File: config.mk
export PLATFORM = sky130hd
export DESIGN_NAME = cmbf_pipe
export DESIGN_NICKNAME = d
export VERILOG_FILES = /design/src/hw/rtl/cmbf_pkg.sv /design/src/hw/rtl/cmbf_pipe.sv
export SDC_FILE = /design/constraint.sdc
export NUM_CORES = 2
export LEC_CHECK = 0
export BUFFER_PORTS_ARGS = -buffer_cell sky130_fd_sc_hd__buf_4
export CORE_UTILIZATION = 59
export CTS_CLUSTER_SIZE = 24
export DETAILED_ROUTE_END_ITERATION = 8
export GPL_TIMING_DRIVEN = 1
export HOLD_SLACK_MARGIN = 0.02
export PLACE_DENSITY = 0.8
export SYNTH_ARGS = -nofsm -noshare
export SYNTH_HDL_FRONTEND = slang
export SYNTH_SLANG_ARGS = --single-unit
File: constraint.sdc
create_clock -name clock -period 7.3 [get_ports clock]
set_input_delay 0.365 -clock clock [delete_from_list [all_inputs] [get_ports clock]]
set_output_delay 0.365 -clock clock [all_outputs]
set_load 0.02 [all_outputs]
File: src/hw/rtl/cmbf_pkg.sv
// shared constants and defaults for the feedback comb filter
`timescale 1ns / 1ps

package cmbf_pkg;

   // default sizes for the top-level parameters
   localparam int MAX_DELAY_DEF    = 4096;
   localparam int SAMPLE_WIDTH_DEF = 24;
   localparam int COEF_WIDTH_DEF   = 18;

   // configuration port
   localparam int CSR_INDEX_W = 2;
   localparam int CSR_DATA_W  = 32;
   localparam int LEN_W       = 13;

   localparam logic [CSR_INDEX_W-1:0] REG_DELAY_LENGTH     = 2'd0;
   localparam logic [CSR_INDEX_W-1:0] REG_FEEDFORWARD_GAIN = 2'd1;
   localparam logic [CSR_INDEX_W-1:0] REG_FEEDBACK_GAIN    = 2'd2;

   localparam logic [LEN_W-1:0] DELAY_LENGTH_RST = 13'd1;

   // output queue depth, also the limit on beats in flight
   localparam int OUT_DEPTH = 4;

endpackage

File: src/hw/rtl/cmbf_pipe.sv
// two-stage multiply, round and saturate datapath with delay-store forwarding
`timescale 1ns / 1ps

module cmbf_pipe import cmbf_pkg::*; #(
   parameter int MAX_DELAY    = MAX_DELAY_DEF,
   parameter int SAMPLE_WIDTH = SAMPLE_WIDTH_DEF,
   parameter int COEF_WIDTH   = COEF_WIDTH_DEF,
   localparam int AW = (MAX_DELAY > 1) ? $clog2(MAX_DELAY) : 1
) (
   input  logic                           clock,
   input  logic                           reset,
   // issue side, same cycle as the ram read
   input  logic                           issue_valid,
   input  logic [AW-1:0]                  issue_idx,
   input  logic                           issue_miss,
   input  logic signed [SAMPLE_WIDTH-1:0] issue_sample,
   input  logic [SAMPLE_WIDTH-1:0]        rd_data,
   input  logic signed [COEF_WIDTH-1:0]   feedforward_gain,
   input  logic signed [COEF_WIDTH-1:0]   feedback_gain,
   // write-back and result
   output logic                           wr_en,
   output logic [AW-1:0]                  wr_addr,
   output logic [SAMPLE_WIDTH-1:0]        wr_data
);

   localparam int SW    = SAMPLE_WIDTH;
   localparam int CW    = COEF_WIDTH;
   localparam int PW    = SW + CW;
   localparam int SUM_W = PW + 1;
   localparam int FRAC  = CW - 2;
   localparam int RW    = SUM_W - FRAC;

   localparam logic signed [SUM_W-1:0] HALF = SUM_W'(1) << (FRAC - 1);
   localparam logic [SW-1:0] SMAX = {1'b0, {(SW-1){1'b1}}};
   localparam logic [SW-1:0] SMIN = {1'b1, {(SW-1){1'b0}}};

   // stage 1: ram data back, input product
   logic                 s1_valid_ff;
   logic [AW-1:0]        s1_idx_ff;
   logic                 s1_miss_ff;
   logic signed [SW-1:0] s1_x_ff;

   // stage 2: feedback product, sum, round, saturate
   logic                 s2_valid_ff;
   logic [AW-1:0]        s2_idx_ff;
   logic signed [PW-1:0] s2_p1_ff;
   logic signed [SW-1:0] s2_d_ff;

   // value written to the ram on the previous edge, not yet seen by a read
   logic                 wb_valid_ff;
   logic [AW-1:0]        wb_idx_ff;
   logic [SW-1:0]        wb_v_ff;

   logic signed [PW-1:0]    p1_in;
   logic signed [SW-1:0]    d_in;
   logic signed [PW-1:0]    p2;
   logic signed [SUM_W-1:0] sum;
   logic signed [SUM_W-1:0] sum_shift;
   logic signed [RW-1:0]    rnd;
   logic [SW-1:0]           v;

   always_comb begin
      p1_in = s1_x_ff * feedforward_gain;
      // youngest write to the same entry wins
      if (s2_valid_ff && (s2_idx_ff == s1_idx_ff)) begin
         d_in = $signed(v);
      end else if (wb_valid_ff && (wb_idx_ff == s1_idx_ff)) begin
         d_in = $signed(wb_v_ff);
      end else if (s1_miss_ff) begin
         d_in = '0;
      end else begin
         d_in = $signed(rd_data);
      end
   end

   always_comb begin
      p2        = s2_d_ff * feedback_gain;
      sum       = SUM_W'(s2_p1_ff) + SUM_W'(p2) + HALF;
      sum_shift = sum >>> FRAC;
      rnd       = sum_shift[RW-1:0];
      if ((&rnd[RW-1:SW-1]) || !(|rnd[RW-1:SW-1])) begin
         v = rnd[SW-1:0];
      end else if (rnd[RW-1]) begin
         v = SMIN;
      end else begin
         v = SMAX;
      end
   end

   always_ff @(posedge clock) begin
      if (reset) begin
         s1_valid_ff <= 1'b0;
         s2_valid_ff <= 1'b0;
         wb_valid_ff <= 1'b0;
      end else begin
         s1_valid_ff <= issue_valid;
         s2_valid_ff <= s1_valid_ff;
         wb_valid_ff <= s2_valid_ff;
      end
      s1_idx_ff  <= issue_idx;
      s1_miss_ff <= issue_miss;
      s1_x_ff    <= issue_sample;
      s2_idx_ff  <= s1_idx_ff;
      s2_p1_ff   <= p1_in;
      s2_d_ff    <= d_in;
      wb_idx_ff  <= s2_idx_ff;
      wb_v_ff    <= v;
   end

   assign wr_en   = s2_valid_ff;
   assign wr_addr = s2_idx_ff;
   assign wr_data = v;

endmodule

==> flow_summary.ini <==
[yosys]
seq_area_frac_synth = 0.0867
synth_area_um2 = 35600
synth-edff-count = 0
yosysUniqueCellTypes = 58
ys_dominant_reg_cell = sky130_fd_sc_hd__dfxtp_1
syn_inst = 3752
synth.net_count = 4972
synth.ff_latch_count = 154
avgSynthCellArea_um2 = 9.48
synthArstFlopShare = 0
synth_warnings = 0

[placed_design]
place_congestion = 0.995
place_ws_ps = -607
portBuffers = 136
dpl_cell_area_um2 = 39100
place.detailed.hpwl_um = 75300
placedCellCount = 4752

[sta]
rsz0062_at_grt = yes
period_share = 1.09
report.final.setup_viol = 29
min_period_ps = 7960
final-max-slew-violation-count = 0
postLayoutSetupSlackWorst_ps = -663
worst_slew_pin_slew_ps = 835
maxClockFrequency_ghz = 0.126
slew_headroom = 0.443
finalHoldViolations = 0
skew_ps = 23.9

[critical_path]
crit_arrival_ps = 7600
ff2ff_path_depth = 29
crit_path_max_incr_delay_ps = 650
critical_path.slowest_cell = sky130_fd_sc_hd__fa_2
cp-end-kind = output pin
timing.critical_path.required_ps = 6930
startpoint_type = register
worst-setup-path-type = reg -> out
cp_max_fo = 12

[final_layout]
final.fill_count = 4043
ff_latch_area_um2 = 3140
multiInputGateArea_um2 = 29400
area_growth_pct = 16.8
leading_cell_type_in_the_layout_fill_and_taps_excluded = sky130_fd_sc_hd__inv_1
instances_no_fill = 4858
postLayoutCellArea_um2 = 41500
final_layout_size_suffix_gt1_frac = 0.161
final_net_count = 5290
mostFrequentLayoutCells = 879 x sky130_fd_sc_hd__inv_1, 868 x sky130_fd_sc_hd__fa_1, 510 x sky130_fd_sc_hd__nand2_1, 350 x sky130_fd_sc_hd__buf_4, 324 x sky130_fd_sc_hd__and2_1

[clock_tree]
cts_buffer_depth = 2
cts_num_sinks = 154
tritoncts = built
cts.clk_slew.worst_paths_ps = 80
h-tree-depth = 4
source_to_sink_clock_delay_at_the_later_pin_of_the_worst_skew_pair_ps = 520
root_buffer = sky130_fd_sc_hd__clkbuf_16
tritoncts.num_buffers = 17

[global_route]
grt_overflow = 0
grt.met1_usage = 0.409
grt_max_degree = 49
grt_max_usage_layer = met2
number_of_antenna_violations_at_the_first_check_in_global_routing = 3
grtUsageTotal = 0.320
vias_in_the_first_global_route = 29086
met2_routing_resource_usage_after_global_routing = 0.529
grt_util_met3 = 0.0785
wire_length_of_the_first_global_routing_pass_um = 150000

[floorplanning]
placeableCoreArea_um2 = 59200
die_height_um = 248
rows = 89
die_x_um = 248
die_area_um2 = 61300
start_util = 0.600
io_pins = 137

[drt]
vias = 26779
detailedRoute.firstPassIterationCount = 8
final_routed_wirelength_um = 93900
post_drt_via_cell_ratio = 5.51
route.detailed.wl_per_inst_um = 19.3
drtIter0Drc = 1722
drc = 0
postRouteAntennaNets = 0

[run]
cap_viol_max_count = 0

[status]
status = complete, but fails checks
violated_checks = setup timing

[min_path]
hp-class = in -> reg
min_delay_path_depth = 2
## critical path: cells and delay by family (launching register included)
kind	cells	cell delay, ps
simple gates	5	700
compound gates	5	1180
fa+ha+maj	8	3560
flops	1	380
buf+inv	11	1250
## stage by stage
stage               setup TNS (ps)   util  hold WS (ps)
global placement            -15110  0.659           370
floorplan                        0      -           373
detailed placement          -24710  0.659           374
finish                      -14000  0.701           112
global route                -19780  0.701          83.8
CTS                         -11240  0.689          53.2
## final timing paths
check | from | endpoint | slack [ps]
worst max-delay path | s2_d_ff[23]$_DFF_P_ | wr_data[2] | -660
worst min-delay path | issue_valid | s1_valid_ff$_SDFF_PP0_ | 110
worst max register to register | s2_d_ff[13]$_DFF_P_ | s2_d_ff[3]$_DFF_P_ | -70
worst min register to register | wr_addr[2]$_DFF_P_ | wb_idx_ff[2]$_DFF_P_ | 380
## flip-flops by register name (all words and copies together), names as in the netlist, 12 cells and up
signal     count
s2_p1_ff      42
wb_idx_ff     12
wb_v_ff       24
s1_x_ff       24
s2_d_ff       24
s1_idx_ff     12
wr_addr       12
## Yosys cell counts, drive strengths merged (19+ instances only)
library cell	n	area (um2)
fa	896	17900
inv	890	3340
nand2	523	1960
and2	331	2070
ha	224	2800
clkbuf	156	586
dfxtp	154	3080
a21oi	109	553
xnor2	66	578
nor2	56	210
o21ai	37	189
nand2b	34	213
xor2	33	289
or2	29	181
nor3b	28	210
a21o	25	188
a2bb2oi	24	210
nand3	19	95.1
## routing by layer
layer	up-vias	wire, um
met4	2	3990
li1	11573	-
met1	13618	35500
met5	-	18
met2	1316	44900
met3	270	9510
## final cells by class
| class | instances | share of cell area |
|---|---|---|
| antenna | 2 | 0.000121 |
| multi-input combinational | 2545 | 0.709 |
| clock inverter | 14 | 0.00413 |
| sequential | 154 | 0.0757 |
| tap | 773 | 0.0233 |
| inverter | 890 | 0.0805 |
| timing repair buffer | 462 | 0.0966 |
| clock buffer | 18 | 0.0106 |
## timing repair
action                                  in CTS  in global routing
cloned                                       1                  1
pin swaps                                   69                 80
hold endpoints to repair                    40                  0
endpoints found under the setup margin      70                 47
buffers inserted                            17                 19
hold buffers                                38                  0
gates resized for setup                    148                130
## logic make-up after synthesis
kind of cell,after synthesis,synth area share
adders and majority gates,1120,0.583
and+or+nand+nor,1063,0.146
buffers and inverters,1053,0.112
AOI/OAI and AO/OA,262,0.0474
DFF,154,0.0867
xor gates and xnor gates,99,0.0244
muxes,1,0.000281
Power is not shown: default switching activity piles up to over one toggle a cycle in this logic, so the estimate is an artifact.
