**config.mk**
```make
export PLATFORM = sky130hd
export DESIGN_NAME = cmbf_out_fifo
export DESIGN_NICKNAME = d
export VERILOG_FILES = /design/src/hw/rtl/cmbf_pkg.sv /design/src/hw/rtl/cmbf_out_fifo.sv
export SDC_FILE = /design/constraint.sdc
export NUM_CORES = 1
export LEC_CHECK = 0
export CAP_MARGIN = 20
export CORE_ASPECT_RATIO = 1.1
export CORE_UTILIZATION = 60
export CTS_CLUSTER_SIZE = 40
export DETAILED_ROUTE_END_ITERATION = 7
export DONT_BUFFER_PORTS = 1
export PLACE_DENSITY = 0.75
export SETUP_SLACK_MARGIN = 0.05
export SYNTH_ARGS = -nofsm -noshare
export SYNTH_HDL_FRONTEND = slang
export SYNTH_SLANG_ARGS = --single-unit
export TNS_END_PERCENT = 50
```
**constraint.sdc**
```tcl
create_clock -name clock -period 4.4 [get_ports clock]
set_input_delay 0.66 -clock clock [delete_from_list [all_inputs] [get_ports clock]]
set_output_delay 0.66 -clock clock [all_outputs]
set_load 0.01 [all_outputs]
```
**src/hw/rtl/cmbf_pkg.sv**
```systemverilog
// shared constants and defaults for the feedback comb filter
`timescale 1ns / 1ps

package cmbf_pkg;

   // default sizes for the top-level parameters
   localparam int MAX_DELAY_DEF    = 4096;
   localparam int SAMPLE_WIDTH_DEF = 24;
   localparam int COEF_WIDTH_DEF   = 18;

   // configuration port
   localparam int CSR_INDEX_W = 2;
   localparam int CSR_DATA_W  = 32;
   localparam int LEN_W       = 13;

   localparam logic [CSR_INDEX_W-1:0] REG_DELAY_LENGTH     = 2'd0;
   localparam logic [CSR_INDEX_W-1:0] REG_FEEDFORWARD_GAIN = 2'd1;
   localparam logic [CSR_INDEX_W-1:0] REG_FEEDBACK_GAIN    = 2'd2;

   localparam logic [LEN_W-1:0] DELAY_LENGTH_RST = 13'd1;

   // output queue depth, also the limit on beats in flight
   localparam int OUT_DEPTH = 4;

endpackage

```
**src/hw/rtl/cmbf_out_fifo.sv**
```systemverilog
// small output queue that decouples the result side from the pipeline
`timescale 1ns / 1ps

module cmbf_out_fifo import cmbf_pkg::*; #(
   parameter int WIDTH = 24,
   localparam int PTR_W = (OUT_DEPTH > 1) ? $clog2(OUT_DEPTH) : 1,
   localparam int CNT_W = $clog2(OUT_DEPTH + 1)
) (
   input  logic             clock,
   input  logic             reset,
   input  logic             push,
   input  logic [WIDTH-1:0] push_data,
   output logic             out_valid,
   input  logic             out_ready,
   output logic [WIDTH-1:0] out_data
);

   logic [WIDTH-1:0] entry_ff [OUT_DEPTH];
   logic [PTR_W-1:0] wr_ptr_ff, wr_ptr_in;
   logic [PTR_W-1:0] rd_ptr_ff, rd_ptr_in;
   logic [CNT_W-1:0] count_ff, count_in;
   logic             pop;

   assign out_valid = (count_ff != '0);
   assign out_data  = entry_ff[rd_ptr_ff];
   assign pop       = out_valid && out_ready;

   always_comb begin
      wr_ptr_in = wr_ptr_ff;
      rd_ptr_in = rd_ptr_ff;
      count_in  = count_ff;
      if (push) begin
         wr_ptr_in = (32'(wr_ptr_ff) == OUT_DEPTH - 1) ? '0 : wr_ptr_ff + 1'b1;
      end
      if (pop) begin
         rd_ptr_in = (32'(rd_ptr_ff) == OUT_DEPTH - 1) ? '0 : rd_ptr_ff + 1'b1;
      end
      if (push && !pop) begin
         count_in = count_ff + 1'b1;
      end else if (pop && !push) begin
         count_in = count_ff - 1'b1;
      end
   end

   always_ff @(posedge clock) begin
      if (reset) begin
         wr_ptr_ff <= '0;
         rd_ptr_ff <= '0;
         count_ff  <= '0;
      end else begin
         wr_ptr_ff <= wr_ptr_in;
         rd_ptr_ff <= rd_ptr_in;
         count_ff  <= count_in;
      end
      if (push) begin
         entry_ff[wr_ptr_ff] <= push_data;
      end
   end

endmodule

```
==> results.txt, run 1 <==
The run finished with clean final reports. The layout cell share with drive strength beyond 1 is 0.217. The highest cell delay on the worst timing path came out at 870 ps. The die is 79.4 um wide. The number of levels in the clock H-tree came out at 3.

The maximum fanout encountered on the critical timing path is 24. CTS saw 105 sinks. The number of rows in the core area came out at 30. The number of nets in the synthesized netlist is 204. In this run the clock root is driven by a sky130_fd_sc_hd__clkbuf_8. The final critical path time including I/O delays and setup came out at 2600 ps. The routed layout has 1574 vias. The detailed-router iteration count before antenna repair came out at 4. The internal power component is 1.64 mW. The slew at the pin closest to its max-slew limit is 818 ps.

The max-slew violation count was 0. The power density of the placed cells came out at 508 mW/mm^2. The via density per instance is 5.96. The min-delay analysis places its worst path in the category input port to register. The worst setup path category is register to output port. The clock latency on the worst-skew pair came out at 350 ps. The synthesized flop and latch total came out at 105. The number of antenna repair diodes came out at 0.

sky130_fd_sc_hd__edfxtp_1 takes more of the synthesized area than any other cell. The setup clock skew after layout is 10.1 ps. Of the total power, the share spent switching nets is 0.238. The area of the mapped netlist is 0.00395 sq mm. STA classifies the critical path startpoint as a register. The top achievable clock speed came out at 384 MHz. The worst-case IR drop observed on VDD is 0.000335 V. The total congestion overflow after global routing came out at 0. The post-layout total power is 2.16 mW. The final worst slack is 1800 ps. The slowest stage of the critical path belongs to the cell sky130_fd_sc_hd__dfxtp_2. The count of buffers from port buffering came out at 0.

Of the total power, combinational logic draws 0.145. The portion of the clock cycle consumed by the worst path in the final layout is 0.591. The synthesized instance count is 169. The number of hold buffers added after cts came out at 0.

The number of placed I/O pins is 53. The headroom to the max-slew limit came out at 0.454. The initial core utilization came out at 0.631. The worst hold margin is 368 ps. The final-stage net count came out at 214. The number of failing hold endpoints at the final stage is 0. Of the total power, registers draw 0.572. The clock network power share is 0.283. The total of endpoints with negative setup slack in the final report is 0. The worst setup path is captured at an output port. The wire length on met3 is 362 um. The data required time of the worst path came out at 3740 ps. The count of cells resized by post-cts repair came out at 0. Summed over all cells, the static leakage comes to 1.36 nW.

The global-route usage over all layers came out at 0.192. In the layout the commonest cells are 96 x sky130_fd_sc_hd__edfxtp_1, 20 x sky130_fd_sc_hd__mux4_2, 9 x sky130_fd_sc_hd__clkbuf_8. The placer's final routability congestion estimate came out at 0.693. Routed signal wires occupy layers up through met4.

The area of the core came out at 0.00627 sq mm. The layout filler cell count came out at 370. The mean area per synthesized cell came out at 23.4 sq um. Measured along the y axis, the die boundary spans 87.1 um. The HPWL reported at the end of detailed placement came out at 3890 um. The detailed router put a total of 2240 um of wire on met1. The detail-routed net length per standard cell came out at 22.5 um. Counting the buffers created by CTS gives 9. The number of DRC violations after detailed routing came out at 0. During synthesis, Yosys emitted a total of 0 warnings. The number of global-route vias before repair is 1667. In this run, the number of DRC markers left after iteration 0 of detailed routing was 81. The post-route setup TNS is 0 ps. The remaining antenna violation count is 0.

The routed length on met2 came out at 3240 um. Setup repair after global routing left no endpoint under its margin. In the post-synthesis netlist, the biggest area contributors are sky130_fd_sc_hd__edfxtp_1 73%, sky130_fd_sc_hd__mux4_2 11%, sky130_fd_sc_hd__dfxtp_1 4.6%. The worst endpoint data arrival time came out at 1940 ps. The cell family contributing the most delay on the critical path is flip-flops. The sum of routed wire length over all layers came out at 5940 um. The CTS tree is yes.

The initial antenna violation count came out at 0. The post-placement setup slack is 2110 ps. The wire length of the first global-routing pass is 8890 um.

The share of the core filled with cells came out at 0.677. The combined buffer and inverter count along the critical path is 0. The largest net degree at the start of global routing is 25. Yosys mapped the design onto 20 distinct sky130hd cell types. The area of the die is 0.00692 sq mm.

The max-cap check violation count came out at 0. The buffer levels on the longest clock path came out at 2. The signal on the critical path passes through mux4_1. The proportion of synthesized chip area in sequential cells came out at 0.775.

The area growth from synthesis to layout came out at 7.40%. The clock transition at the register clock pins on the worst setup and hold paths after CTS is 90 ps. Leaving out fill and tap cells, the most frequent cell in the layout is sky130_fd_sc_hd__edfxtp_1. The share of the synthesized area in the top cell type came out at 0.729.

Buffers added to address setup during post-CTS repair amount to 0. The power spent charging and discharging nets came out at 514 uW.
-- path summary, 6_finish.rpt --
check             cells after the start     endpoint  slack [ps]    startpoint
setup / recovery                      1  out_data[9]        1800      register
hold reg to reg                       2     register         490  rd_ptr_ff[0]
hold / removal                        1  count_ff[2]         370         reset
setup reg to reg                      7  count_ff[2]        2310   count_ff[1]
-- sequential cells by signal (all words and copies together), names as in the netlist, named ones only --
| signal | cells |
|---|---|
| entry_ff | 96 |
| count_ff | 3 |
| rd_ptr_ff | 2 |
| wr_ptr_ff | 2 |
-- cells by family after synthesis --
kind of cell,share of synthesized area
compound gates,0.00918
buf+inv,0.0193
fa+ha+maj,0.0241
xor+xnor,0.00443
simple gates,0.0177
mux,0.151
flops,0.775
-- per-layer routing --
metal | track usage | vias to the layer above
li1 | - | 711
met1 | 0.215 | 808
met2 | 0.323 | 46
met3 | 0.0702 | 9
met4 | 0.101 | 0
met5 | 0 | -
-- stage by stage --
step,std cells,area (sq um)
after CTS,263,4230
after global placement,247,4020
after detailed placement,247,4020
after global routing,264,4250
final,264,4250
after floorplan,169,3950
-- final cells by class --
| type | count | area [sq um] | area share |
|---|---|---|---|
| inverters | 3 | 11.3 | 0.00265 |
| flip-flops and latches | 105 | 3060 | 0.722 |
| repair buffers | 5 | 45.0 | 0.0106 |
| well taps | 80 | 100 | 0.0236 |
| clock inverters | 5 | 80.1 | 0.0189 |
| clock buffers | 11 | 131 | 0.0309 |
| multi-input cells | 55 | 815 | 0.192 |
-- synthesized netlist by cell type, drive strengths merged --
library cell and n:
a21oi 2, and2 4, buf 5, clkbuf 1, dfxtp 9, edfxtp 96, fa 1, ha 6
inv 3, mux2i 4, mux4 24, nand2 1, nor2 6, o21ai 1, o31ai 1, or3 3
xor2 2
-- power by group through the flow --
| stage | combinational (mW) | clock (mW) | sequential [mW] |
|---|---|---|---|
| 4_1_cts | 0.308 | 0.625 | 1.25 |
| 2_1_floorplan | 0.345 | 0 | 1.20 |
| 5_1_grt | 0.334 | 0.661 | 1.25 |
| 3_5_place_dp | 0.307 | 0 | 1.27 |
| 6_report | 0.313 | 0.610 | 1.23 |
| 3_3_place_gp | 0.292 | 0 | 1.26 |
No activity file was read; power rests on OpenSTA's default activity.
==> run 2: changes to the inputs <==
==> constraint.sdc (replaced) <==
create_clock -name clock -period 2.61 [get_ports clock]
set_input_delay 0.3915 -clock clock [delete_from_list [all_inputs] [get_ports clock]]
set_output_delay 0.3915 -clock clock [all_outputs]
set_load 0.01 [all_outputs]
==> run 2 against run 1 <==
Effect of this change:
- flip-flop and latch count is the same
- clock skew down 3.3 ps
- wire length grew 5.4%
- largest cell class unchanged
==> results.txt, run 2 (synthesis results as in run 1) <==
The flow ran to the end, and the final reports show no timing, DRC or antenna violations. The standby leakage power came out at 1.38 nW (+1.5%). The layout cell share with drive strength beyond 1 is 0.239 (+0.0220). The HPWL reported at the end of detailed placement came to 4130 um (+6.2%). The area growth from synthesis to layout came out at 8.29%.

The initial antenna violation count came out at 0 (unchanged). The number of flip-flops under the largest register name came out at 96 (unchanged). The count of buffers from port buffering is 0 (unchanged). The capture endpoint of the worst hold path is wr_ptr_ff[1]. The number of hold buffers added after cts is 0 (unchanged). The die boundary height came out at 87.1 um (unchanged). The detailed-router iteration count before antenna repair came out at 4 (unchanged). The layout filler cell count came out at 360 (-2.7%). The count of cells resized by post-cts repair is 0 (unchanged). The initial core utilization was 0.631 (unchanged). Setup repair after global routing left no endpoint under its margin. The buffer levels on the longest clock path came out at 2 (unchanged).

The number of buffers created by CTS is 9 (unchanged). The total number of vias is 1605 (+2.0%). The number of antenna repair diodes is 0 (unchanged). The maximum fanout encountered on the critical timing path came out at 13 (-46%). The clock latency on the worst-skew pair is 360 ps (about the same). The number of DRC violations after detailed routing is 0 (unchanged).

The share of the core filled with cells came out at 0.683 (+0.00559). The largest net degree at the start of global routing came out at 19 (-24%). The placer's final routability congestion estimate is 0.742 (+7.1%).

The max-cap check violation count is 0 (unchanged). The worst hold margin came out at 93.7 ps (-274 ps). The clock sink count was 105 (unchanged). The worst reg2reg path endpoint is count_ff[2]. The data required time of the worst path is 2220 ps (-1520 ps). The top achievable clock speed is 456 MHz. The number of failing hold endpoints at the final stage is 0 (unchanged). The class of the most critical hold timing path is input port to register. The worst-case register-to-register setup slack came out at 530 ps (-1780 ps). The number of placed I/O pins came out at 53 (unchanged). The final-stage net count is 218 (+1.9%). The post-layout total power is 3.69 mW (+71%). The post-route setup TNS was 0 ps (unchanged). In this run the most critical hold path is launched from reset. The peak ir drop on the vdd network is 0.000517 V (+54%).

The max-slew violation count is 0 (unchanged). The total congestion overflow after global routing came out at 0 (unchanged). In the finished design, the share of the clock period the worst path needs comes to 0.840. The source of the worst register-to-register timing path is count_ff[1]. The detail-routed net length per standard cell came out at 23.4 um (+3.8%). The DRC violation total after the first TritonRoute iteration came out at 137 (+69%).

The depth of the worst hold-timing path came out at 1 (unchanged). The headroom to the max-slew limit is 0.667 (+0.212). Leaving out fill and tap cells, the most frequent cell in the layout is sky130_fd_sc_hd__edfxtp_1.

The area of the core came out at 0.00627 sq mm (unchanged). The CTS tree is yes. The overall die width is 79.4 um (unchanged). The kind of capture point of the worst setup path is an output port. The wire length of the first global-routing pass is 9600 um (+7.9%). The global-route usage over all layers came out at 0.205 (+0.0133).

The setup clock skew after layout was 6.77 ps (-3.29 ps). The worst endpoint data arrival time was 1800 ps (-140 ps). The area of the die is 0.00692 sq mm (unchanged). Leaving out fill and tap cells, the most frequent cells in the layout are 96 x sky130_fd_sc_hd__edfxtp_1, 20 x sky130_fd_sc_hd__mux4_2, 9 x sky130_fd_sc_hd__clkbuf_8.

The clock transition at the register clock pins on the worst setup and hold paths after CTS is 90 ps (about the same). Counting flops per register, the top entry is entry_ff. The post-CTS setup buffer count came out at 0 (unchanged).

The power density of the placed cells came out at 863 mW/mm^2 (+70%). The worst setup path category is register to output port. The clock root buffer is sky130_fd_sc_hd__clkbuf_8.

The sum of routed wire length over all layers was 6270 um (+5.4%). The worst reg-to-reg path cell count is 7 (unchanged). The total of endpoints with negative setup slack in the final report came to 0 (unchanged). The slew at the pin closest to its max-slew limit is 499 ps (-319 ps).

The number of rows in the core area is 30 (unchanged). The worst setup path is launched from a register. The via density per instance came out at 5.99 (+0.45%). The number of levels in the clock H-tree came out at 3 (unchanged). In the final layout, the registers with the most flip-flops are entry_ff x96, count_ff x3. The remaining antenna violation count came out at 0 (unchanged).

The final critical path time including I/O delays and setup is 2190 ps. The number of global-route vias before repair was 1801 (+8.0%).
[run 2: per-layer routing]
metal / vias up / global-route usage / part of all wire / wire length (um)
li1: 718 / - / - / -
met1: 835 / 0.214 / 0.32 / 2030
met2: 42 / 0.370 / 0.59 / 3680
met3: 10 / 0.0796 / 0.072 / 450
met4: 0 / 0.0826 / 0.016 / 103
met5: - / 0 / 0 / 0
[run 2: layout make-up]
class	count	area, sq um	area share
Inverter	3	11.3	0.00263
Clock buffer	11	131	0.0307
Multi-Input combinational cell	55	815	0.190
Tap cell	80	100	0.0234
Clock inverter	5	80.1	0.0187
Sequential cell	105	3060	0.716
Timing Repair Buffer	9	80.1	0.0187
[run 2: metrics by stage]
step           area (sq um)  setup WS, ps  cells
2_1_floorplan          3950           687    169
3_3_place_gp           4070           657    252
3_5_place_dp           4070           534    252
4_1_cts                4280           367    268
5_1_grt                4280           311    268
6_report               4280           418    268
[run 2: how the worst max path moves through the flow]
| stage | start | end | depth (start not counted) |
|---|---|---|---|
| floorplan | count_ff[1] | count_ff[2] | 7 |
| global placement | count_ff[1] | count_ff[2] | 7 |
| detailed placement | count_ff[1] | count_ff[2] | 7 |
| CTS | register | out_data[0] | 2 |
| global route | register | out_data[0] | 2 |
| finish | register | out_data[0] | 2 |
[run 2: where the power goes]
| group | leakage, nW | total (mW) | switching (mW) | internal, mW |
|---|---|---|---|---|
| clock network | 0.0995 | 1.05 | 0.506 | 0.539 |
| logic | 0.329 | 0.605 | 0.296 | 0.309 |
| registers | 0.956 | 2.04 | 0.102 | 1.94 |
[run 2: worst max-delay path, stage by stage (launching register included)]
cell and delay [ps]:
sky130_fd_sc_hd__dfxtp_2 590, sky130_fd_sc_hd__buf_4 280, sky130_fd_sc_hd__mux4_2 570
